<file path="src/design/sfrc_pkg.sv">
`default_nettype none
// ----------------------------------------------------------------------------
// sfrc_pkg
// Shared types, constants and the CRC-16/ARC byte step for the stuffed frame
// receiver.
// ----------------------------------------------------------------------------
package sfrc_pkg;

  localparam int unsigned FifoDepth = 2;

  localparam logic [7:0] FlagStart    = 8'hFE;
  localparam logic [7:0] FlagEnd      = 8'hFF;
  localparam logic [7:0] EscByte      = 8'hFD;
  localparam logic [7:0] EscMax       = 8'h02;
  localparam logic [7:0] VersionQuery = 8'h00;
  localparam logic [7:0] VersionReset = 8'h01;
  localparam logic [15:0] CrcPoly     = 16'hA001;

  localparam logic [2:0] StGood       = 3'd0;
  localparam logic [2:0] StBadCrc     = 3'd1;
  localparam logic [2:0] StBadEnd     = 3'd2;
  localparam logic [2:0] StBadStuff   = 3'd3;
  localparam logic [2:0] StBadVersion = 3'd4;
  localparam logic [2:0] StQuery      = 3'd5;

  localparam logic KindPayload = 1'b0;
  localparam logic KindStatus  = 1'b1;

  typedef struct packed {
    logic       is_start;
    logic       is_end;
    logic       is_esc;
    logic       esc_ok;
    logic [7:0] raw;
  } token_t;

  function automatic logic [15:0] crc_step(input logic [15:0] crc, input logic [7:0] b);
    logic [15:0] t;
    t = {8'h00, crc[7:0] ^ b};
    for (int k = 0; k < 8; k++) begin
      t = t[0] ? ((t >> 1) ^ CrcPoly) : (t >> 1);
    end
    return {8'h00, crc[15:8]} ^ t;
  endfunction

endpackage
`default_nettype wire

</file>
<file path="src/design/sfrc_if.sv">
`default_nettype none
// ----------------------------------------------------------------------------
// sfrc_if
// Valid/ready channels of the stuffed frame receiver: line bytes in, results
// out.
// ----------------------------------------------------------------------------
interface sfrc_rx_if;
  logic       valid;
  logic       ready;
  logic [7:0] rx_byte;

  modport source(output valid, output rx_byte, input ready);
  modport sink(input valid, input rx_byte, output ready);
endinterface

interface sfrc_res_if;
  logic       valid;
  logic       ready;
  logic       out_kind;
  logic [7:0] data_byte;
  logic       is_command;
  logic [2:0] frame_status;

  modport source(output valid, output out_kind, output data_byte, output is_command,
                 output frame_status, input ready);
  modport sink(input valid, input out_kind, input data_byte, input is_command,
               input frame_status, output ready);
endinterface
`default_nettype wire

</file>
<file path="src/design/sfrc_front.sv">
`default_nettype none
// ----------------------------------------------------------------------------
// sfrc_front
// Accepts line bytes and classifies them into flag, escape and data tokens.
// ----------------------------------------------------------------------------
module sfrc_front (
  sfrc_rx_if.sink          rx_i,
  input  wire logic        full_i,
  output sfrc_pkg::token_t token_o,
  output logic             push_o
);

  assign rx_i.ready = !full_i;
  assign push_o     = rx_i.valid && !full_i;

  always_comb begin
    token_o.raw      = rx_i.rx_byte;
    token_o.is_start = (rx_i.rx_byte == sfrc_pkg::FlagStart);
    token_o.is_end   = (rx_i.rx_byte == sfrc_pkg::FlagEnd);
    token_o.is_esc   = (rx_i.rx_byte == sfrc_pkg::EscByte);
    token_o.esc_ok   = (rx_i.rx_byte <= sfrc_pkg::EscMax);
  end

endmodule
`default_nettype wire

</file>
<file path="src/design/sfrc_queue.sv">
`default_nettype none
// ----------------------------------------------------------------------------
// sfrc_queue
// Small token queue between the classifying front and the frame parser.
// ----------------------------------------------------------------------------
module sfrc_queue #(
  parameter int unsigned Depth = sfrc_pkg::FifoDepth
) (
  input  wire logic             clk_i,
  input  wire logic             rst_ni,
  input  wire logic             push_i,
  input  wire sfrc_pkg::token_t push_data_i,
  output logic                  full_o,
  input  wire logic             pop_i,
  output logic                  valid_o,
  output sfrc_pkg::token_t      data_o
);

  localparam int unsigned PtrW = (Depth > 1) ? $clog2(Depth) : 1;
  localparam int unsigned CntW = $clog2(Depth + 1);
  localparam logic [PtrW-1:0] LastPtr = PtrW'(Depth - 1);
  localparam logic [CntW-1:0] FullCnt = CntW'(Depth);

  sfrc_pkg::token_t mem_q [Depth];
  logic [PtrW-1:0]  wr_ptr_q, wr_ptr_d, rd_ptr_q, rd_ptr_d;
  logic [CntW-1:0]  cnt_q, cnt_d;
  logic             do_push, do_pop;

  assign full_o  = (cnt_q == FullCnt);
  assign valid_o = (cnt_q != '0);
  assign data_o  = mem_q[rd_ptr_q];
  assign do_push = push_i && !full_o;
  assign do_pop  = pop_i && valid_o;

  always_comb begin
    wr_ptr_d = wr_ptr_q;
    rd_ptr_d = rd_ptr_q;
    cnt_d    = cnt_q;
    if (do_push) begin
      wr_ptr_d = (wr_ptr_q == LastPtr) ? '0 : wr_ptr_q + 1'b1;
    end
    if (do_pop) begin
      rd_ptr_d = (rd_ptr_q == LastPtr) ? '0 : rd_ptr_q + 1'b1;
    end
    if (do_push && !do_pop) begin
      cnt_d = cnt_q + 1'b1;
    end else if (do_pop && !do_push) begin
      cnt_d = cnt_q - 1'b1;
    end
  end

  always_ff @(posedge clk_i or negedge rst_ni) begin
    if (!rst_ni) begin
      wr_ptr_q <= '0;
      rd_ptr_q <= '0;
      cnt_q    <= '0;
    end else begin
      wr_ptr_q <= wr_ptr_d;
      rd_ptr_q <= rd_ptr_d;
      cnt_q    <= cnt_d;
    end
  end

  always_ff @(posedge clk_i) begin
    if (do_push) begin
      mem_q[wr_ptr_q] <= push_data_i;
    end
  end

`ifndef NO_ASSERTIONS
  a_no_overflow: assert property (@(posedge clk_i) disable iff (!rst_ni)
    full_o && !do_pop |=> cnt_q == FullCnt)
    else $error("Queue lost a token while full.");
`endif

endmodule
`default_nettype wire

</file>
<file path="src/design/sfrc_back.sv">
`default_nettype none
// ----------------------------------------------------------------------------
// sfrc_back
// Frame parser: undoes escapes, checks version and CRC-16/ARC, streams the
// payload and reports one status per frame through an output register.
// ----------------------------------------------------------------------------
module sfrc_back (
  input  wire logic             clk_i,
  input  wire logic             rst_ni,
  input  wire logic             cfg_we_i,
  input  wire logic [7:0]       cfg_wdata_i,
  input  wire logic             tok_valid_i,
  input  wire sfrc_pkg::token_t tok_i,
  output logic                  pop_o,
  sfrc_res_if.source            res_o
);

  localparam logic [2:0] PhHunt    = 3'd0;
  localparam logic [2:0] PhVersion = 3'd1;
  localparam logic [2:0] PhSize    = 3'd2;
  localparam logic [2:0] PhPayload = 3'd3;
  localparam logic [2:0] PhCrcHi   = 3'd4;
  localparam logic [2:0] PhCrcLo   = 3'd5;
  localparam logic [2:0] PhEnd     = 3'd6;

  logic [7:0]  version_q;
  logic [2:0]  phase_q, phase_d;
  logic        esc_q, esc_d;
  logic [15:0] crc_q, crc_d;
  logic [7:0]  left_q, left_d;
  logic [7:0]  crc_hi_q, crc_hi_d;
  logic        first_q, first_d;
  logic        ovalid_q, ovalid_d;
  logic        kind_q, kind_d;
  logic [7:0]  data_q, data_d;
  logic        cmd_q, cmd_d;
  logic [2:0]  st_q, st_d;
  logic        emit;
  logic        proc;
  logic        in_frame;
  logic [7:0]  b;

  assign pop_o    = tok_valid_i && (!ovalid_q || res_o.ready);
  assign in_frame = (phase_q >= PhVersion) && (phase_q <= PhEnd);

  always_comb begin
    phase_d  = phase_q;
    esc_d    = esc_q;
    crc_d    = crc_q;
    left_d   = left_q;
    crc_hi_d = crc_hi_q;
    first_d  = first_q;
    emit     = 1'b0;
    proc     = 1'b0;
    kind_d   = sfrc_pkg::KindStatus;
    data_d   = 8'h00;
    cmd_d    = 1'b0;
    st_d     = sfrc_pkg::StGood;
    b        = tok_i.raw;
    if (pop_o) begin
      priority if (tok_i.is_start) begin
        phase_d  = PhVersion;
        esc_d    = 1'b0;
        crc_d    = '0;
        left_d   = '0;
        crc_hi_d = '0;
        first_d  = 1'b0;
        emit     = in_frame;
        st_d     = sfrc_pkg::StBadEnd;
      end else if (!in_frame) begin
        phase_d = PhHunt;
      end else if (phase_q == PhEnd) begin
        phase_d = PhHunt;
        esc_d   = 1'b0;
        emit    = 1'b1;
        if (!tok_i.is_end) begin
          st_d = sfrc_pkg::StBadEnd;
        end else if (crc_q != '0) begin
          st_d = sfrc_pkg::StBadCrc;
        end
      end else if (esc_q) begin
        esc_d = 1'b0;
        if (!tok_i.esc_ok) begin
          phase_d = PhHunt;
          emit    = 1'b1;
          st_d    = sfrc_pkg::StBadStuff;
        end else begin
          b    = sfrc_pkg::EscByte + tok_i.raw;
          proc = 1'b1;
        end
      end else if (tok_i.is_end) begin
        phase_d = PhHunt;
        emit    = 1'b1;
        st_d    = sfrc_pkg::StBadEnd;
      end else if (tok_i.is_esc) begin
        esc_d = 1'b1;
      end else begin
        proc = 1'b1;
      end

      if (proc) begin
        unique case (phase_q)
          PhVersion: begin
            if (b == sfrc_pkg::VersionQuery) begin
              phase_d = PhHunt;
              emit    = 1'b1;
              st_d    = sfrc_pkg::StQuery;
            end else if (b != version_q) begin
              phase_d = PhHunt;
              emit    = 1'b1;
              st_d    = sfrc_pkg::StBadVersion;
            end else begin
              crc_d   = sfrc_pkg::crc_step('0, b);
              phase_d = PhSize;
            end
          end
          PhSize: begin
            crc_d   = sfrc_pkg::crc_step(crc_q, b);
            left_d  = b;
            first_d = 1'b1;
            phase_d = (b == 8'h00) ? PhCrcHi : PhPayload;
          end
          PhPayload: begin
            crc_d   = sfrc_pkg::crc_step(crc_q, b);
            emit    = 1'b1;
            kind_d  = sfrc_pkg::KindPayload;
            data_d  = b;
            cmd_d   = first_q;
            first_d = 1'b0;
            left_d  = left_q - 1'b1;
            if (left_q == 8'h01) begin
              phase_d = PhCrcHi;
            end
          end
          PhCrcHi: begin
            crc_hi_d = b;
            phase_d  = PhCrcLo;
          end
          default: begin
            crc_d   = crc_q ^ {crc_hi_q, b};
            phase_d = PhEnd;
          end
        endcase
      end
    end

    if (pop_o) begin
      ovalid_d = emit;
    end else begin
      ovalid_d = ovalid_q && !res_o.ready;
    end
  end

  always_ff @(posedge clk_i or negedge rst_ni) begin
    if (!rst_ni) begin
      version_q <= sfrc_pkg::VersionReset;
      phase_q   <= PhHunt;
      esc_q     <= 1'b0;
      crc_q     <= '0;
      left_q    <= '0;
      crc_hi_q  <= '0;
      first_q   <= 1'b0;
      ovalid_q  <= 1'b0;
    end else begin
      if (cfg_we_i) begin
        version_q <= cfg_wdata_i;
      end
      phase_q  <= phase_d;
      esc_q    <= esc_d;
      crc_q    <= crc_d;
      left_q   <= left_d;
      crc_hi_q <= crc_hi_d;
      first_q  <= first_d;
      ovalid_q <= ovalid_d;
    end
  end

  always_ff @(posedge clk_i) begin
    if (pop_o && emit) begin
      kind_q <= kind_d;
      data_q <= data_d;
      cmd_q  <= cmd_d;
      st_q   <= st_d;
    end
  end

  assign res_o.valid        = ovalid_q;
  assign res_o.out_kind     = kind_q;
  assign res_o.data_byte    = data_q;
  assign res_o.is_command   = cmd_q;
  assign res_o.frame_status = st_q;

`ifndef NO_ASSERTIONS
  a_esc_in_frame: assert property (@(posedge clk_i) disable iff (!rst_ni)
    esc_q |-> (phase_q == PhVersion || phase_q == PhSize || phase_q == PhPayload ||
               phase_q == PhCrcHi || phase_q == PhCrcLo))
    else $error("Escape pending outside the stuffed part of a frame.");
  a_start_restarts: assert property (@(posedge clk_i) disable iff (!rst_ni)
    pop_o && tok_i.is_start |=> phase_q == PhVersion && !esc_q && crc_q == '0)
    else $error("Start flag did not restart the frame.");
  a_status_clean: assert property (@(posedge clk_i) disable iff (!rst_ni)
    ovalid_q && kind_q == sfrc_pkg::KindStatus |-> data_q == 8'h00 && !cmd_q)
    else $error("Status transaction carries payload bits.");
  a_payload_only_in_frame: assert property (@(posedge clk_i) disable iff (!rst_ni)
    pop_o && emit && kind_d == sfrc_pkg::KindPayload |-> phase_q == PhPayload)
    else $error("Payload byte produced outside the payload phase.");
`endif

endmodule
`default_nettype wire

</file>
<file path="src/design/stuffed_frame_receiver_crc16_core.sv">
`default_nettype none
// ----------------------------------------------------------------------------
// stuffed_frame_receiver_crc16_core
// Receives byte-stuffed frames, streams their payload and reports a status.
// ----------------------------------------------------------------------------
// Line bytes enter on rx_i, one transaction per cycle when rx_i.ready is high.
// Results leave on res_o: a payload byte (out_kind 0, is_command on the first
// byte of a frame) or one frame status (out_kind 1). Bytes that produce no
// result, such as flags, escapes, header and CRC bytes, are consumed silently.
// The block sustains one byte per cycle while results are taken; the limit is
// the parser step, which holds the escape logic and one bytewise CRC-16/ARC
// update. A small token queue sits between the input classifier and the
// parser, and the result is held in an output register, so a new byte is taken
// while a result waits. When res_o.ready stays low with a result held, the
// parser stops, the queue fills and rx_i.ready falls once it is full. The
// user writes the accepted version through cfg_we_i and cfg_wdata_i only while
// the block is idle; the block does not enforce this. Reset makes the receiver
// hunt for a start flag, empties the queue and the output register and sets
// the accepted version to one.
// ----------------------------------------------------------------------------
module stuffed_frame_receiver_crc16_core #(
  parameter int unsigned FifoDepth = sfrc_pkg::FifoDepth
) (
  input  wire logic       clk_i,
  input  wire logic       rst_ni,
  input  wire logic       cfg_we_i,
  input  wire logic [7:0] cfg_wdata_i,
  sfrc_rx_if.sink         rx_i,
  sfrc_res_if.source      res_o
);

  sfrc_pkg::token_t push_tok, pop_tok;
  logic             push, full, tok_valid, pop;

  sfrc_front u_front (
    .rx_i    (rx_i),
    .full_i  (full),
    .token_o (push_tok),
    .push_o  (push)
  );

  sfrc_queue #(
    .Depth(FifoDepth)
  ) u_queue (
    .clk_i       (clk_i),
    .rst_ni      (rst_ni),
    .push_i      (push),
    .push_data_i (push_tok),
    .full_o      (full),
    .pop_i       (pop),
    .valid_o     (tok_valid),
    .data_o      (pop_tok)
  );

  sfrc_back u_back (
    .clk_i       (clk_i),
    .rst_ni      (rst_ni),
    .cfg_we_i    (cfg_we_i),
    .cfg_wdata_i (cfg_wdata_i),
    .tok_valid_i (tok_valid),
    .tok_i       (pop_tok),
    .pop_o       (pop),
    .res_o       (res_o)
  );

endmodule
`default_nettype wire

</file>
<file path="src/flat_wrapper.sv">
// flat-port wrapper written by rule: the top's interface ports become plain ports
module stuffed_frame_receiver_crc16_core_flat 
#(
  parameter int unsigned FifoDepth = sfrc_pkg::FifoDepth
)
  (clk_i, rst_ni, cfg_we_i, cfg_wdata_i, rx_i_valid, rx_i_rx_byte, rx_i_ready, res_o_valid, res_o_out_kind, res_o_data_byte, res_o_is_command, res_o_frame_status, res_o_ready);
  sfrc_rx_if rx_i_i ();
  sfrc_res_if res_o_i ();
  input  wire logic clk_i;
  input  wire logic rst_ni;
  input  wire logic cfg_we_i;
  input  wire logic [7:0] cfg_wdata_i;
  input wire logic [$bits(rx_i_i.valid)-1:0] rx_i_valid;
  input wire logic [$bits(rx_i_i.rx_byte)-1:0] rx_i_rx_byte;
  output wire logic [$bits(rx_i_i.ready)-1:0] rx_i_ready;
  output wire logic [$bits(res_o_i.valid)-1:0] res_o_valid;
  output wire logic [$bits(res_o_i.out_kind)-1:0] res_o_out_kind;
  output wire logic [$bits(res_o_i.data_byte)-1:0] res_o_data_byte;
  output wire logic [$bits(res_o_i.is_command)-1:0] res_o_is_command;
  output wire logic [$bits(res_o_i.frame_status)-1:0] res_o_frame_status;
  input wire logic [$bits(res_o_i.ready)-1:0] res_o_ready;
  assign rx_i_i.valid = rx_i_valid;
  assign rx_i_i.rx_byte = rx_i_rx_byte;
  assign rx_i_ready = rx_i_i.ready;
  assign res_o_valid = res_o_i.valid;
  assign res_o_out_kind = res_o_i.out_kind;
  assign res_o_data_byte = res_o_i.data_byte;
  assign res_o_is_command = res_o_i.is_command;
  assign res_o_frame_status = res_o_i.frame_status;
  assign res_o_i.ready = res_o_ready;
  stuffed_frame_receiver_crc16_core #(.FifoDepth(FifoDepth)) u_core (.clk_i(clk_i), .rst_ni(rst_ni), .cfg_we_i(cfg_we_i), .cfg_wdata_i(cfg_wdata_i), .rx_i(rx_i_i), .res_o(res_o_i));
endmodule
</file>
<file path="config.mk">
export PLATFORM = sky130hd
export DESIGN_NAME = stuffed_frame_receiver_crc16_core_flat
export DESIGN_NICKNAME = d
export VERILOG_FILES = /design/src/design/sfrc_pkg.sv /design/src/design/sfrc_if.sv /design/src/design/sfrc_front.sv /design/src/design/sfrc_queue.sv /design/src/design/sfrc_back.sv /design/src/design/stuffed_frame_receiver_crc16_core.sv /design/src/flat_wrapper.sv
export SDC_FILE = /design/constraint.sdc
export NUM_CORES = 1
export LEC_CHECK = 0
export ABC_AREA = 1
export BUFFER_PORTS_ARGS = -buffer_cell sky130_fd_sc_hd__buf_2
export CELL_PAD_IN_SITES_DETAIL_PLACEMENT = 0
export CELL_PAD_IN_SITES_GLOBAL_PLACEMENT = 1
export CORE_ASPECT_RATIO = 0.9
export CORE_MARGIN = 2
export CORE_UTILIZATION = 45
export CTS_CLUSTER_DIAMETER = 50
export DETAILED_ROUTE_END_ITERATION = 7
export GPL_ROUTABILITY_DRIVEN = 0
export PLACE_DENSITY_LB_ADDON = 0.1
export SLEW_MARGIN = 40
export SYNTH_ARGS = -nofsm -noshare
export SYNTH_HDL_FRONTEND = slang
export SYNTH_SLANG_ARGS = --single-unit
</file>
<file path="constraint.sdc">
create_clock -name clk_i -period 3.85 [get_ports clk_i]
set_clock_uncertainty 0.15 [all_clocks]
set_input_delay 0.385 -clock clk_i [delete_from_list [all_inputs] [get_ports clk_i]]
set_output_delay 0.385 -clock clk_i [all_outputs]
set_load 0.02 [all_outputs]
</file>
# [Yosys cells after proc, flatten, opt, wreduce, memory -nomap -nowiden]
# Memories as Yosys holds them, arrays and structs flattened.
# Index checks and enable logic that the tools add are counted.
# Widths: inputs -> output; s select.
[classes] bitwise_logic=19 n_reduce_logical=24 shifts=0 multipliers=0 mux=93 n_div=0 eq_ne=11 n_lt_le_gt_ge=3 add_sub_neg=6
[op_table] operator="$mux 16" count=20
[op_table] operator="$mux 8" count=11
[op_table] operator="$mux 3" count=17
[op_table] operator="$pmux 16 s3" count=1
[op_table] operator="$not 2->3" count=14
[op_table] operator="$mux 1" count=33
[op_table] operator="$eq 8x8->1 const B" count=3
[op_table] operator="$pmux 8 s2" count=1
[op_table] operator="$reduce_bool 16->1" count=1
[op_table] operator="$xor 16x16->16" count=1
[op_table] operator="$xor 8x16->16" count=1
[op_table] operator="$mux 2" count=7
[op_table] operator="$pmux 3 s4" count=1
[op_table] operator="$logic_and 1x1->1" count=9
[op_table] operator="$add 8x8->8 const A" count=1
[op_table] operator="$eq 8x1->1 const B" count=1
[op_table] operator="$le 8x2->1 const B" count=1
[op_table] operator="$logic_not 8->1" count=1
[op_table] operator="$ne 8x8->1" count=1
[op_table] operator="$sub 8x1->8 const B" count=1
[op_table] operator="$xor 8x8->8" count=1
[op_table] operator="$eq 3x2->1 const B" count=2
[op_table] operator="$eq 3x3->1 const B" count=2
[op_table] operator="$not 1->3" count=2
[op_table] operator="14 further kinds" count=23
[word_totals] latchBits=0 rom_bits=0 out_inout_bits=15 memories=1 reg_bits=63 ramBits=24
[mem_list] memory="u_core.u_queue.mem_q" words=2 width=12 rd=1 rd_clocked_by_memory_dff=0 write_ports=1 line="sfrc_queue.sv:24" source="sfrc_pkg::token_t mem_q [Depth];"

# [Logic depth before layout (Yosys ltp)]
# Gate-level depths: netlist of run 1.
# An unclocked memory read counts as a cell.
[logic_depth] ltp_word=28 mapped_depth=26 mapped_depth_nobuf=24

# [Hierarchy]
# A second synthesis of run 1 with hierarchy kept.
[hier_totals] hier_cells=784 hier_area_um2=5919.4
[modules_own_cells] mod="sfrc_back" cells_per_inst=654 n_inst=1 area_each_um2=4636.9
[modules_own_cells] mod="sfrc_queue" cells_per_inst=94 n_inst=1 area_each_um2=1117.3
[modules_own_cells] mod="sfrc_front" cells_per_inst=36 n_inst=1 area_each_um2=165.2

# [Worst setup path before layout of run 1]
# Ideal clock, no wire load.
[synth_path] path_type="flip-flop to flip-flop" start="register u_core.u_queue.rd_ptr_q" end="register u_core.u_back.ovalid_q, in the netlist u_core.u_back.res_o.valid" setup_slack_ns=0.596 arrival_time_ns=2.979 period_less_slack_ns=3.254 n_path_buf=2 path_stages_with_launch=20 required_time_ns=3.576 path_cell_list="dfrtp_1 -> buf_6 -> buf_6 -> nand2_1 -> nand2_2 -> ha_1 -> inv_1 -> nand2_1 -> nor2_1 -> nand4_1 -> nand2_2 -> inv_1 -> ha_1 -> nand4_1 -> inv_1 -> o21ai_2 -> inv_1 -> nand3_2 -> o211ai_2 -> or2_1"
[synth_via] elab_chain_len=15 elab_cells_between_ends=30 cone_classes="1 x add/sub; 1 x eq/ne; 26 x mux; 1 x reduce/logical; 1 x memory"
[synth_lines] element="start, declared" line="sfrc_queue.sv:25" source="logic [PtrW-1:0] wr_ptr_q, wr_ptr_d, rd_ptr_q, rd_ptr_d;"
[synth_lines] element="start signal, assigned" line="sfrc_queue.sv:59" source="rd_ptr_q <= rd_ptr_d;"
[synth_lines] element="$mem_v2 2x12 (*)"
[synth_lines] element="$add 8x8->8" line="sfrc_back.sv:88" source="b = sfrc_pkg::EscByte + tok_i.raw;"
[synth_lines] element="$mux 8" line="sfrc_back.sv:83" source="if (!tok_i.esc_ok) begin"
[synth_lines] element="$mux 8" line="sfrc_back.sv:81" source="end else if (esc_q) begin"
[synth_lines] element="$mux 8" line="sfrc_back.sv:72" source="end else if (phase_q == PhEnd) begin"
[synth_lines] element="$mux 8" line="sfrc_back.sv:70" source="end else if (!in_frame) begin"
[synth_lines] element="$mux 8" line="sfrc_back.sv:61" source="priority if (tok_i.is_start) begin"
[synth_lines] element="$mux 8" line="sfrc_back.sv:60" source="if (pop_o) begin"
[synth_lines] element="$ne 8x8->1" line="sfrc_back.sv:108" source="end else if (b != version_q) begin"
[synth_lines] element="$mux 1" line="sfrc_back.sv:108"
[synth_lines] element="$mux 1" line="sfrc_back.sv:104" source="if (b == sfrc_pkg::VersionQuery) begin"
[synth_lines] element="$pmux 1 s2" line="sfrc_back.sv:102" source="unique case (phase_q)"
[synth_lines] element="$mux 1 (*)" line="sfrc_back.sv:101" source="if (proc) begin"
[synth_lines] element="$mux 1 (*)" line="sfrc_back.sv:60"
[synth_lines] element="$mux 1 (*)" line="sfrc_back.sv:147" source="if (pop_o) begin"
[synth_lines] element="named net u_core.u_back.ovalid_d" line="sfrc_back.sv:33" source="logic ovalid_q, ovalid_d;"
[synth_lines] element="end signal, assigned" line="sfrc_back.sv:174" source="ovalid_q <= ovalid_d;"
[synth_lines] element="end, declared" line="sfrc_back.sv:33"
# The timed path passes the listed nets; every way through them passes the cells marked *. The select of a mux whose other input is x is not followed.
# A chain may end at the register's enable or synchronous reset.

# [Worst setup path after layout of run 1]
[layout_path] start="register u_core.u_queue.rd_ptr_q" end="register u_core.u_back.crc_q[15]"
[layout_via] elab_chain_len=21 elab_cells_between_ends=55 cone_classes="1 x add/sub; 1 x eq/ne; 35 x mux; 16 x bitwise; 1 x reduce/logical; 1 x memory"
[layout_lines] element="$mem_v2 2x12 (*)"
[layout_lines] element="$add 8x8->8" line="sfrc_back.sv:88"
[layout_lines] element="$mux 8" line="sfrc_back.sv:83"
[layout_lines] element="$mux 8" line="sfrc_back.sv:81"
[layout_lines] element="$mux 8" line="sfrc_back.sv:72"
[layout_lines] element="$mux 8" line="sfrc_back.sv:70"
[layout_lines] element="$mux 8" line="sfrc_back.sv:61"
[layout_lines] element="$mux 8" line="sfrc_back.sv:60"
[layout_lines] element="$xor 8x8->8 (tied with other cells)" line="sfrc_pkg.sv:39" source="t = {8'h00, crc[7:0] ^ b};"
[layout_lines] element="$mux 16 (tied with other cells)" line="sfrc_pkg.sv:41" source="t = t[0] ? ((t >> 1) ^ CrcPoly) : (t >> 1);"
[layout_lines] element="$mux 16 / $not 2->3 (equally long branches) (5 in series)"
[layout_lines] element="$not 2->3 (no source line) / $mux 16 (equally long branches)"
[layout_lines] element="$mux 16" line="sfrc_pkg.sv:41"
[layout_lines] element="$mux 16 (on tied branches)" line="sfrc_pkg.sv:41, sfrc_back.sv:108"
[layout_lines] element="$xor 8x16->16 / $mux 16 (equally long branches)" line="sfrc_pkg.sv:43, sfrc_back.sv:104"
[layout_lines] element="$pmux 16 s3" line="sfrc_back.sv:102"
[layout_lines] element="$mux 16 (*)" line="sfrc_back.sv:101"
[layout_lines] element="end signal, assigned" line="sfrc_back.sv:170" source="crc_q <= crc_d;"
[layout_lines] element="end, declared" line="sfrc_back.sv:29" source="logic [15:0] crc_q, crc_d;"
# Mark *: on every way between the ends. The rest lies on a longest branch, timed or not. The select of a mux whose other input is x is not followed.

==> results of run 1 <==
## layout make-up
class	instances	area share
clock buffers	11	0.0355
clock inverters	5	0.00496
inverters	105	0.0607
multi-input cells	564	0.464
flip-flops and latches	87	0.360
well taps	164	0.0313
repair buffers	49	0.0431
## through the flow
stage | cell area (um2) | power, mW | setup slack, ns | hold WS (ns)
after floorplan | 5910 | 3.97 | 0.596 | -0.0606
after global placement | 6280 | 4.93 | 0.422 | 0.310
after detailed placement | 6280 | 4.97 | 0.389 | 0.314
after CTS | 6560 | 5.80 | 0.380 | 0.0781
after global routing | 6560 | 6.30 | 0.0355 | 0.0973
final | 6560 | 5.83 | 0.331 | 0.0832
## per-layer routing
layer / vias up / global-route usage / share of wire
met5: - / 0 / 0
met4: 0 / 0.0809 / 0.023
met3: 31 / 0.0430 / 0.061
met2: 192 / 0.423 / 0.46
met1: 2503 / 0.370 / 0.46
li1: 2671 / - / -
## synthesized netlist by cell type (9+ instances only)
cell type	count	area [um2]
sky130_fd_sc_hd__inv_1	100	375
sky130_fd_sc_hd__clkbuf_1	11	41.3
sky130_fd_sc_hd__dfrtp_1	49	1230
sky130_fd_sc_hd__nand3_1	77	385
sky130_fd_sc_hd__a21oi_1	32	160
sky130_fd_sc_hd__nand2_1	202	758
sky130_fd_sc_hd__o21ai_0	41	205
sky130_fd_sc_hd__nand2_2	26	163
sky130_fd_sc_hd__nand4_1	12	75.1
sky130_fd_sc_hd__nor2_1	52	195
sky130_fd_sc_hd__xor2_1	12	105
sky130_fd_sc_hd__edfxtp_1	37	1110
sky130_fd_sc_hd__nand3_2	9	90.1
sky130_fd_sc_hd__o221ai_1	11	96.3
## state kept, by name, indices dropped and copies added (netlist names)
register,cells
u_core.u_queue.rd_ptr_q,1
u_core.u_back.res_o.frame_status,3
u_core.u_queue.cnt_q,2
u_core.u_back.crc_q,16
u_core.u_back.res_o.data_byte,8
u_core.u_back.first_q,1
u_core.u_back.version_q,8
u_core.u_queue.mem_q,24
u_core.u_back.esc_q,1
u_core.u_back.res_o.is_command,1
u_core.u_back.crc_hi_q,8
u_core.u_back.res_o.out_kind,1
u_core.u_back.res_o.valid,1
u_core.u_back.left_q,8
u_core.u_queue.wr_ptr_q,1
u_core.u_back.phase_q,3
## worst reg2reg max path, cell delays in order (launching register included)
cell and delay (ns):
sky130_fd_sc_hd__dfrtp_1 0.41, sky130_fd_sc_hd__buf_4 0.20, sky130_fd_sc_hd__nand2_1 0.08, sky130_fd_sc_hd__nand2_2 0.10, sky130_fd_sc_hd__ha_1 0.31, sky130_fd_sc_hd__inv_1 0.06
sky130_fd_sc_hd__nand3_1 0.20, sky130_fd_sc_hd__nand2_2 0.31, sky130_fd_sc_hd__ha_1 0.34, sky130_fd_sc_hd__inv_1 0.14, sky130_fd_sc_hd__nand2_1 0.07, sky130_fd_sc_hd__nand2_1 0.07
sky130_fd_sc_hd__nand3_1 0.12, sky130_fd_sc_hd__nand2_1 0.12, sky130_fd_sc_hd__nand2_1 0.07, sky130_fd_sc_hd__nand3_1 0.08, sky130_fd_sc_hd__nand3_2 0.09, sky130_fd_sc_hd__a21oi_1 0.18
sky130_fd_sc_hd__nand2_1 0.08, sky130_fd_sc_hd__nand2_1 0.06, sky130_fd_sc_hd__nand2_1 0.05, sky130_fd_sc_hd__nand2_1 0.07, sky130_fd_sc_hd__nand2_1 0.05
## power by group
group | total [mW] | switching, mW | internal [mW]
Clock | 0.818 | 0.380 | 0.438
Combinational | 3.57 | 2.53 | 1.04
Sequential | 1.44 | 0.169 | 1.27
Total | 5.83 | 3.08 | 2.76
## cells by family (layout without fill, tap and decap cells)
family / Yosys count / in the layout / share of synthesized area
xor gates and xnor gates: 15 / 15 / 0.0235
AOI/OAI and AO/OA: 129 / 129 / 0.139
adders and majority gates: 8 / 8 / 0.0169
buffers and inverters: 125 / 170 / 0.0864
DFF: 87 / 87 / 0.400
and+or+nand+nor: 411 / 411 / 0.333
muxes: 1 / 1 / 0.00191
## cell usage in the layout (no fill, tap or decap), types with 8 or more instances in the layout
cell                          n
sky130_fd_sc_hd__dfrtp_1     49
sky130_fd_sc_hd__a21oi_1     31
sky130_fd_sc_hd__nand2_4      8
sky130_fd_sc_hd__inv_1      100
sky130_fd_sc_hd__nand3_2      9
sky130_fd_sc_hd__buf_4       13
sky130_fd_sc_hd__nand4_1     12
sky130_fd_sc_hd__nor2_1      50
sky130_fd_sc_hd__ha_1         8
sky130_fd_sc_hd__xor2_1      12
sky130_fd_sc_hd__buf_2       35
sky130_fd_sc_hd__edfxtp_1    37
sky130_fd_sc_hd__o22ai_1      8
sky130_fd_sc_hd__nand3_1     77
sky130_fd_sc_hd__o21ai_0     41
sky130_fd_sc_hd__clkbuf_16    9
sky130_fd_sc_hd__nand2_1    202
sky130_fd_sc_hd__o221ai_1    11
sky130_fd_sc_hd__nand2_2     26
sky130_fd_sc_hd__o21ai_1      8
## how the worst min path moves through the flow
| stage | slack, ns | depth (start not counted) | to |
|---|---|---|---|
| after floorplan | -0.06 | 0 | u_core.u_back.crc_hi_q[0]$_DFFE_PN0P_ |
| after global placement | 0.31 | 1 | u_core.u_queue.cnt_q[0]$_DFFE_PN0P_ |
| after detailed placement | 0.31 | 1 | u_core.u_queue.cnt_q[0]$_DFFE_PN0P_ |
| after CTS | 0.08 | 3 | u_core.u_back.version_q[1]$_DFFE_PN0P_ |
| after global routing | 0.1 | 3 | u_core.u_back.version_q[1]$_DFFE_PN0P_ |
| final | 0.08 | 3 | u_core.u_back.version_q[1]$_DFFE_PN0P_ |
==> flow_summary.yaml, run 1 <==
status:
  status: "finished, final reports clean"
sta:
  achievable-frequency_mhz: 284
  timing.final.hold_violations: 0
  maxSlewHeadroom: 0.529
  min_period_over_period: 0.914
  timing.final.setup_violations: 0
  fin_setup_tns_ns: 0
  period_minus_slack_ns: 3.52
  timing_max_transition_violations_final: 0
  rsz0062_at_grt: "false"
  worst_pin_slew_ns: 0.707
yosys:
  synth.distinct_cells: 49
  postSynthAreaPerCell_um2: 7.62
  synthesis.area_um2: 5910
  yosysWarnings: 0
  synth.ff_latch_count: 87
  post_synth_inst_count: 776
  synth_async_sr_flop_share: 0.575
  yosys_most_used_dff: "sky130_fd_sc_hd__dfrtp_1"
  syn-num-nets: 805
  synth_edf_count: 37
  yosysSeqAreaShare: 0.400
layout:
  nNetsFinal: 845
  flow.area_growth_from_synthesis_pct: 11.0
  final-instance-count-excl-fill: 985
  layout_cell_share_with_drive_strength_beyond_1: 0.173
  multi_input_comb_area_um2: 3040
  antenna_cells: 0
  post-route-util: 0.515
  sequential_cell_area_in_the_final_layout_um2: 2360
  layout.filler_cells: 1252
clocking:
  htreeDepth: 3
  cts-resized-gates: 0
  clk_pin_slew_worst_paths_ns: 0.06
  postCtsSetupBuffers: 0
  tritoncts: "yes"
  clk_path_buf_depth: 2
  tritoncts_buffers: 9
  clkLatencyLatePin_ns: 0.36
  cts.sinks: 87
  number_of_hold_buffers_added_after_cts: 1
  cell_at_the_root_of_the_clock_tree: "sky130_fd_sc_hd__clkbuf_16"
floorplanning:
  floorplan.io_pins: 36
  starting_density_of_the_core: 0.464
  core_area_um2: 12700
  die-area_um2: 14100
  core.rowCount: 39
  horizontal_die_dimension_um: 125
  die_y_um: 113
placed_design:
  dpl.cell_count: 968
  io_buffers: 35
  dpl.hpwl_mm: 13.3
power_and_ir_drop:
  power_density_nw_per_um2: 889
  vdd_drop_max_uv: 390
  leakagePower_nw: 3.08
routing:
  routed_wirelength_mm: 17.6
  count_of_unresolved_drc_violations_after_routing: 0
  viasPerCell: 5.48
  post_dr_wirelength_cell_um: 17.9
  drt_iter0_markers: 465
  vias: 5397
  detail-route-antenna-nets: 0
  drt_pre_antenna_iters: 5
worst_setup_path:
  reg2reg_slack_ns: 0.33
  timing_worst_setup_path_type: "register to register"
  worst-path-max-fanout: 11
  worst_setup_path_start_kind: "register"
  r2r.worst_path.cells: 22
  r2r-end: "u_core.u_back.crc_q[15]$_DFFE_PN0P_"
  critical_path_arrival_ns: 3.61
  startpoint: "u_core.u_queue.rd_ptr_q$_DFFE_PN0P_"
  r2r_start: "u_core.u_queue.rd_ptr_q$_DFFE_PN0P_"
  critical_path_cell_by_cell: "buf_4 > nand2_1 > nand2_2 > ha_1 > inv_1 > nand3_1 > nand2_2 > ha_1 > inv_1 > nand2_1 > nand2_1 > nand3_1 > nand2_1 > nand2_1 > nand3_1 > nand3_2 > a21oi_1 > nand2_1 > nand2_1 > nand2_1 > nand2_1 > nand2_1"
  timing.critical_path.slowest_stage_cell: "sky130_fd_sc_hd__dfrtp_1"
  cp_common_cell: "sky130_fd_sc_hd__nand2_1"
  worst-path-stages: 22
  critical-path-max-stage-delay_ns: 0.41
  timing.critical_path.to: "u_core.u_back.crc_q[15]$_DFFE_PN0P_"
  required_ns: 3.94
  path_buf_inv: 3
  critPathCaptureType: "register"
  cp_top_family: "simple AND/OR/NAND/NOR gates"
global_route:
  globalRouteTotalUtil: 0.264
  grt_antenna_before_repair: 0
  grt_first_pass_wirelength_mm: 28.7
  grt_pass1_vias: 5238
  gr-total-overflow: 0
  grt_start_max_net_pins: 29
hold_path:
  hp-class: "input port to register"
  hold_path.startpoint: "cfg_wdata_i[1]"
job:
  drv_cap: 0
Note: power is estimated with default switching activity, not from simulation.
==> inputs of run 2 (changes only) <==
- CORE_UTILIZATION: 45 -> 46
==> run 2 against run 1 <==
Effect of this change:
- worst setup slack gained 0.044 ns
- first-iteration DRC count grew 12%
- total power grew 1.7%
- maximum frequency grew 1.3%
- critical path type unchanged
- clock-buffer cell count shrank 1
- via count grew 1.2%
- final cell count grew 0.10%
- core utilization grew 0.77 points
- clock power grew 11%
==> flow_summary.yaml, run 2 (same netlist as run 1, synthesis figures left out) <==
layout:
  finish.instance_area_um2: 6610
  flow.area_growth_from_synthesis_pct: 11.8
  most_common_library_cell_in_the_layout_ignoring_fill_and_taps: "sky130_fd_sc_hd__nand2_1"
  nNetsFinal: 846
  largest_registers: "u_core.u_queue.mem_q x24, u_core.u_back.crc_q x16"
  antenna_cells: 0
  registers.top_by_ff_count: "u_core.u_queue.mem_q"
  largest_register_ffs: 24
  layout.cells.most_common_list: "sky130_fd_sc_hd__nand2_1, sky130_fd_sc_hd__inv_1, sky130_fd_sc_hd__nand3_1"
  layout_cell_share_with_drive_strength_beyond_1: 0.176
floorplanning:
  starting_density_of_the_core: 0.468
  floorplan.io_pins: 36
  die-area_um2: 13800
  core_area_um2: 12600
  horizontal_die_dimension_um: 123
  core.rowCount: 39
  die_y_um: 112
global_route:
  gr-total-overflow: 0
  grt_start_max_net_pins: 30
  globalRouteTotalUtil: 0.270
  grt_first_pass_wirelength_mm: 28.3
  grt_pass1_vias: 5335
  grt_antenna_before_repair: 0
power_and_ir_drop:
  combPwrFrac: 0.600
  vdd_drop_max_uv: 474
  leakagePower_nw: 3.10
  p_clk_frac: 0.153
  power_density_nw_per_um2: 897
  power.sequential.fraction: 0.247
  switching_share: 0.520
  cell_internal_pwr_mw: 2.84
  net-switching-power_mw: 3.08
worst_setup_path:
  r2r-end: "u_core.u_back.crc_q[15]$_DFFE_PN0P_"
  timing_worst_setup_path_type: "register to register"
  r2r_start: "u_core.u_back.phase_q[2]$_DFFE_PN0P_"
  critPathCaptureType: "register"
  reg2reg_slack_ns: 0.38
  worst-path-max-fanout: 9
  critical_path_arrival_ns: 3.56
  startpoint: "u_core.u_back.phase_q[2]$_DFFE_PN0P_"
  required_ns: 3.94
  worst_setup_path_start_kind: "register"
  r2r.worst_path.cells: 22
status:
  status: "finished, final reports clean"
sta:
  period_minus_slack_ns: 3.47
  maxSlewHeadroom: 0.519
  worst_pin_slew_ns: 0.719
  min_period_over_period: 0.902
  fin_setup_tns_ns: 0
  timing.final.setup_violations: 0
  timing_max_transition_violations_final: 0
  achievable-frequency_mhz: 288
  timing.final.hold_violations: 0
  rsz0062_at_grt: "false"
hold_path:
  hold_path_end: "u_core.u_back.version_q[5]$_DFFE_PN0P_"
  hp-class: "input port to register"
  hold-path-cell-count: 3
  hold_path.startpoint: "cfg_wdata_i[5]"
clocking:
  clkLatencyLatePin_ns: 0.35
  tritoncts: "yes"
  postCtsSetupBuffers: 0
  clk_path_buf_depth: 2
  tritoncts_buffers: 9
  cell_at_the_root_of_the_clock_tree: "sky130_fd_sc_hd__clkbuf_16"
  htreeDepth: 3
  clk_pin_slew_worst_paths_ns: 0.07
  cts.sinks: 87
placed_design:
  dpl.hpwl_mm: 13.4
  dpl_cell_area_um2: 6290
  io_buffers: 35
routing:
  post_dr_wirelength_cell_um: 17.7
  vias: 5460
  drt_pre_antenna_iters: 5
  routed_wirelength_mm: 17.4
  count_of_unresolved_drc_violations_after_routing: 0
  drt_iter0_markers: 520
  viasPerCell: 5.54
  detail-route-antenna-nets: 0
job:
  drv_cap: 0
-- run 2: cell types whose count changed in the layout (fill, tap and decap cells not counted), sizes merged --
cell      delta
clkbuf       -1
clkinv       -3
bufinv       +1
buf          +1
inv          +2
clkinvlp     +1
-- run 2: layout make-up --
class / count / area [um2]
Timing Repair Buffer: 50 / 290
Multi-Input combinational cell: 564 / 3040
Fill cell: 1235 / 6030
Tap cell: 164 / 205
Clock buffer: 10 / 229
Inverter: 105 / 398
Sequential cell: 87 / 2360
Clock inverter: 6 / 75.1
-- run 2: worst max-delay path by stage --
stage / to / slack [ns] / depth (start not counted)
6_report: u_core.u_back.crc_q[15]$_DFFE_PN0P_ / 0.38 / 22
2_1_floorplan: u_core.u_back.res_o.valid$_DFF_PN0_ / 0.60 / 19
5_1_grt: u_core.u_back.res_o.valid$_DFF_PN0_ / 0.05 / 18
4_1_cts: u_core.u_back.res_o.valid$_DFF_PN0_ / 0.25 / 18
3_3_place_gp: u_core.u_back.crc_q[15]$_DFFE_PN0P_ / 0.41 / 22
3_5_place_dp: u_core.u_back.res_o.valid$_DFF_PN0_ / 0.28 / 18
-- run 2: power groups by stage --
stage	logic (mW)	registers [mW]	clock network (mW)
floorplan	2.47	1.50	0
global placement	3.46	1.47	0
detailed placement	3.51	1.48	0
CTS	3.53	1.46	0.924
global route	3.95	1.49	0.968
finish	3.56	1.46	0.909
-- run 2: routing by layer --
layer  GRT usage  vias up  wire length, um
met5           0        -                0
met4      0.0803        0              371
met3      0.0543       28             1090
met2       0.430      182             8160
met1       0.371     2580             7780
li1            -     2670                -
-- run 2: per-stage QoR --
stage	hold WS (ns)	util	worst slack [ns]	power, mW	std cells
detailed placement	0.319	0.498	0.282	4.98	969
CTS	0.0871	0.523	0.249	5.91	986
global route	0.0985	0.523	0.0540	6.40	986
finish	0.0924	0.523	0.375	5.93	986
floorplan	-0.0606	-	0.596	3.97	776
global placement	0.311	0.497	0.408	4.93	969
-- run 2: critical path, cell delays in order, from the launching register on --
cell and delay, ns:
sky130_fd_sc_hd__dfrtp_1 0.51, sky130_fd_sc_hd__nor2_1 0.11, sky130_fd_sc_hd__nand2_1 0.12, sky130_fd_sc_hd__nand2_1 0.13, sky130_fd_sc_hd__nor2_2 0.22, sky130_fd_sc_hd__nand2_1 0.16
sky130_fd_sc_hd__nand2_2 0.14, sky130_fd_sc_hd__nand2_2 0.17, sky130_fd_sc_hd__ha_1 0.38, sky130_fd_sc_hd__inv_1 0.12, sky130_fd_sc_hd__nand2_1 0.06, sky130_fd_sc_hd__nand2_1 0.08
sky130_fd_sc_hd__nand3_1 0.13, sky130_fd_sc_hd__nand2_1 0.12, sky130_fd_sc_hd__nand2_1 0.08, sky130_fd_sc_hd__nand3_1 0.09, sky130_fd_sc_hd__nand3_2 0.09, sky130_fd_sc_hd__a21oi_1 0.16
sky130_fd_sc_hd__nand2_1 0.09, sky130_fd_sc_hd__nand2_1 0.06, sky130_fd_sc_hd__nand2_1 0.04, sky130_fd_sc_hd__nand2_1 0.06, sky130_fd_sc_hd__nand2_1 0.06
-- run 2: what timing repair did --
| item | 4_1_cts | 5_1_grt |
|---|---|---|
| hold endpoints to repair | 28 | 0 |
| endpoints found under the setup margin | 0 | 1 |
| resized for setup | 0 | 1 |
| hold buffers | 1 | 0 |
==> inputs of run 3 (changes only) <==
- CELL_PAD_IN_SITES_DETAIL_PLACEMENT: 0 -> unset
- CELL_PAD_IN_SITES_GLOBAL_PLACEMENT: 1 -> unset
- CORE_UTILIZATION: 46 -> 62
- PLACE_DENSITY: unset -> 0.81
- PLACE_DENSITY_LB_ADDON: 0.1 -> unset
==> run 3 against run 2 <==
Effect of this change:
- clock-buffer cell count did not move
- sequential cell count did not move
- sequential share of layout area rose by 0.93 points
- maximum frequency fell by 3.6%
- global-route usage rose by 6.1 points
- final cell count fell by 4.5%
- register-to-register slack got worse by 0.13 ns
- critical path type unchanged
- largest power group unchanged
==> flow_summary.yaml, run 3 (same netlist as run 1, synthesis figures left out) <==
layout:
  registers.top_by_ff_count: "u_core.u_queue.mem_q"
  final-instance-count-excl-fill: 942
  antenna_cells: 0
  layout_cell_share_with_drive_strength_beyond_1: 0.172
  most_common_library_cell_in_the_layout_ignoring_fill_and_taps: "sky130_fd_sc_hd__nand2_1"
  finish.instance_area_um2: 6430
  layout.filler_cells: 766
  sequential_cell_area_in_the_final_layout_um2: 2360
  largest_register_ffs: 24
  multi_input_comb_area_um2: 3050
  nNetsFinal: 844
  flow.area_growth_from_synthesis_pct: 8.89
  largest_registers: "u_core.u_queue.mem_q x24, u_core.u_back.crc_q x16"
  layout.cells.most_common_list: "sky130_fd_sc_hd__nand2_1, sky130_fd_sc_hd__inv_1, sky130_fd_sc_hd__nand3_1"
placed_design:
  dpl.hpwl_mm: 12.1
  io_buffers: 35
  dpl.cell_count: 925
  pre_cts_slack_ns: 0.347
  dpl_cell_area_um2: 6220
worst_setup_path:
  worst-path-max-fanout: 11
  timing_worst_setup_path_type: "register to register"
  required_ns: 3.96
  worst_setup_path_start_kind: "register"
  r2r_start: "u_core.u_queue.rd_ptr_q$_DFFE_PN0P_"
  reg2reg_slack_ns: 0.25
  path_buf_inv: 3
  critical_path_cell_by_cell: "buf_4 > nand2_1 > nand2_2 > ha_1 > inv_1 > nand3_1 > nand2_2 > ha_1 > inv_1 > nand2_1 > nand2_1 > nand3_1 > nand2_1 > nand2_1 > nand3_1 > nand3_2 > a21oi_1 > nand2_1 > nand2_1 > nand2_1 > nand2_1 > nand2_1"
  cp_common_cell: "sky130_fd_sc_hd__nand2_1"
  timing.critical_path.slowest_stage_cell: "sky130_fd_sc_hd__dfrtp_1"
  r2r.worst_path.cells: 22
  critPathCaptureType: "register"
  cp_top_family: "simple AND/OR/NAND/NOR gates"
  critical_path_arrival_ns: 3.72
  r2r-end: "u_core.u_back.crc_q[15]$_DFFE_PN0P_"
  critical-path-max-stage-delay_ns: 0.53
routing:
  drt_pre_antenna_iters: 6
  detail-route-antenna-nets: 0
  viasPerCell: 6.03
  post_dr_wirelength_cell_um: 17.3
  count_of_unresolved_drc_violations_after_routing: 0
  routed_wirelength_mm: 16.3
  vias: 5683
  drt_iter0_markers: 548
power_and_ir_drop:
  p_clk_frac: 0.117
  switching_share: 0.536
  leakagePower_nw: 3.04
  combPwrFrac: 0.626
  vdd_drop_max_uv: 548
  net-switching-power_mw: 3.03
  power_density_nw_per_um2: 878
  power.sequential.fraction: 0.257
  cell_internal_pwr_mw: 2.62
status:
  status: "finished, final reports clean"
hold_path:
  hp-class: "input port to register"
  hold-path-cell-count: 3
  hold_path.startpoint: "cfg_wdata_i[6]"
  hold_path_end: "u_core.u_back.version_q[6]$_DFFE_PN0P_"
floorplanning:
  core_area_um2: 9210
  horizontal_die_dimension_um: 107
  die_y_um: 96.6
  starting_density_of_the_core: 0.642
  floorplan.io_pins: 36
  core.rowCount: 33
  die-area_um2: 10300
clocking:
  tritoncts: "yes"
  clk_pin_slew_worst_paths_ns: 0.09
  postCtsSetupBuffers: 0
  tritoncts_buffers: 9
  htreeDepth: 3
  clk_path_buf_depth: 2
  cts.sinks: 87
  cell_at_the_root_of_the_clock_tree: "sky130_fd_sc_hd__clkbuf_8"
  clkLatencyLatePin_ns: 0.37
sta:
  maxSlewHeadroom: 0.541
  achievable-frequency_mhz: 277
  timing_max_transition_violations_final: 0
  min_period_over_period: 0.936
  final.setup.worst_slack_ns: 0.246
  period_minus_slack_ns: 3.60
  worst_pin_slew_ns: 0.688
  timing.final.hold_violations: 0
  rsz0062_at_grt: "false"
  fin_setup_tns_ns: 0
  timing.final.setup_violations: 0
global_route:
  grt_start_max_net_pins: 27
  grt_first_pass_wirelength_mm: 27.0
  gr-total-overflow: 0
  grt_antenna_before_repair: 0
  grt_pass1_vias: 5506
  globalRouteTotalUtil: 0.331
job:
  drv_cap: 0
-- run 3: per-stage QoR --
stage,total power [mW],hold WS (ns),util
CTS,5.53,0.0679,0.698
floorplan,3.97,-0.0606,-
global route,6.05,0.0650,0.699
detailed placement,4.86,0.268,0.675
global placement,4.75,0.260,0.675
finish,5.65,0.0731,0.699
-- run 3: tightest hold or removal path, delay by kind of cell --
kind | cells | cell delay, ns
buf+inv | 1 | 0.07
compound gates | 1 | 0.05
simple gates | 1 | 0.04
-- run 3: cell type report --
class                           count  area share
Multi-Input combinational cell    564       0.474
Timing Repair Buffer               48      0.0428
Clock buffer                       10      0.0198
Sequential cell                    87       0.367
Inverter                          105      0.0618
Tap cell                          122      0.0237
Clock inverter                      6      0.0107
-- run 3: power by group through the flow --
stage	Sequential [mW]	Clock (mW)	Combinational, mW
4_1_cts	1.45	0.659	3.43
3_3_place_gp	1.45	0	3.30
3_5_place_dp	1.46	0	3.40
2_1_floorplan	1.50	0	2.47
5_1_grt	1.48	0.701	3.87
6_report	1.45	0.659	3.54
-- run 3: metal layers --
layer / up-vias / wire length (um) / global-route usage
met4: 0 / 463 / 0.111
met1: 2622 / 6490 / 0.466
met2: 349 / 7570 / 0.508
met3: 44 / 1760 / 0.0761
met5: - / 0 / 0
li1: 2668 / - / -
-- run 3: repair_timing --
item,4_1_cts,5_1_grt
endpoints found under the hold margin,24,0
hold buffers,1,0
gates resized for setup,0,1
setup endpoints to repair,0,1
-- run 3: how the worst max path moves through the flow --
stage                                        startpoint                                   to  slack (ns)  cells past startpoint
floorplan           u_core.u_queue.rd_ptr_q$_DFFE_PN0P_  u_core.u_back.res_o.valid$_DFF_PN0_        0.60                     19
global placement    u_core.u_queue.rd_ptr_q$_DFFE_PN0P_  u_core.u_back.crc_q[15]$_DFFE_PN0P_        0.47                     22
detailed placement  u_core.u_queue.rd_ptr_q$_DFFE_PN0P_  u_core.u_back.crc_q[15]$_DFFE_PN0P_        0.35                     22
CTS                 u_core.u_queue.rd_ptr_q$_DFFE_PN0P_  u_core.u_back.crc_q[15]$_DFFE_PN0P_        0.33                     22
global route        u_core.u_queue.rd_ptr_q$_DFFE_PN0P_  u_core.u_back.crc_q[15]$_DFFE_PN0P_        0.03                     22
finish              u_core.u_queue.rd_ptr_q$_DFFE_PN0P_  u_core.u_back.crc_q[15]$_DFFE_PN0P_        0.25                     22
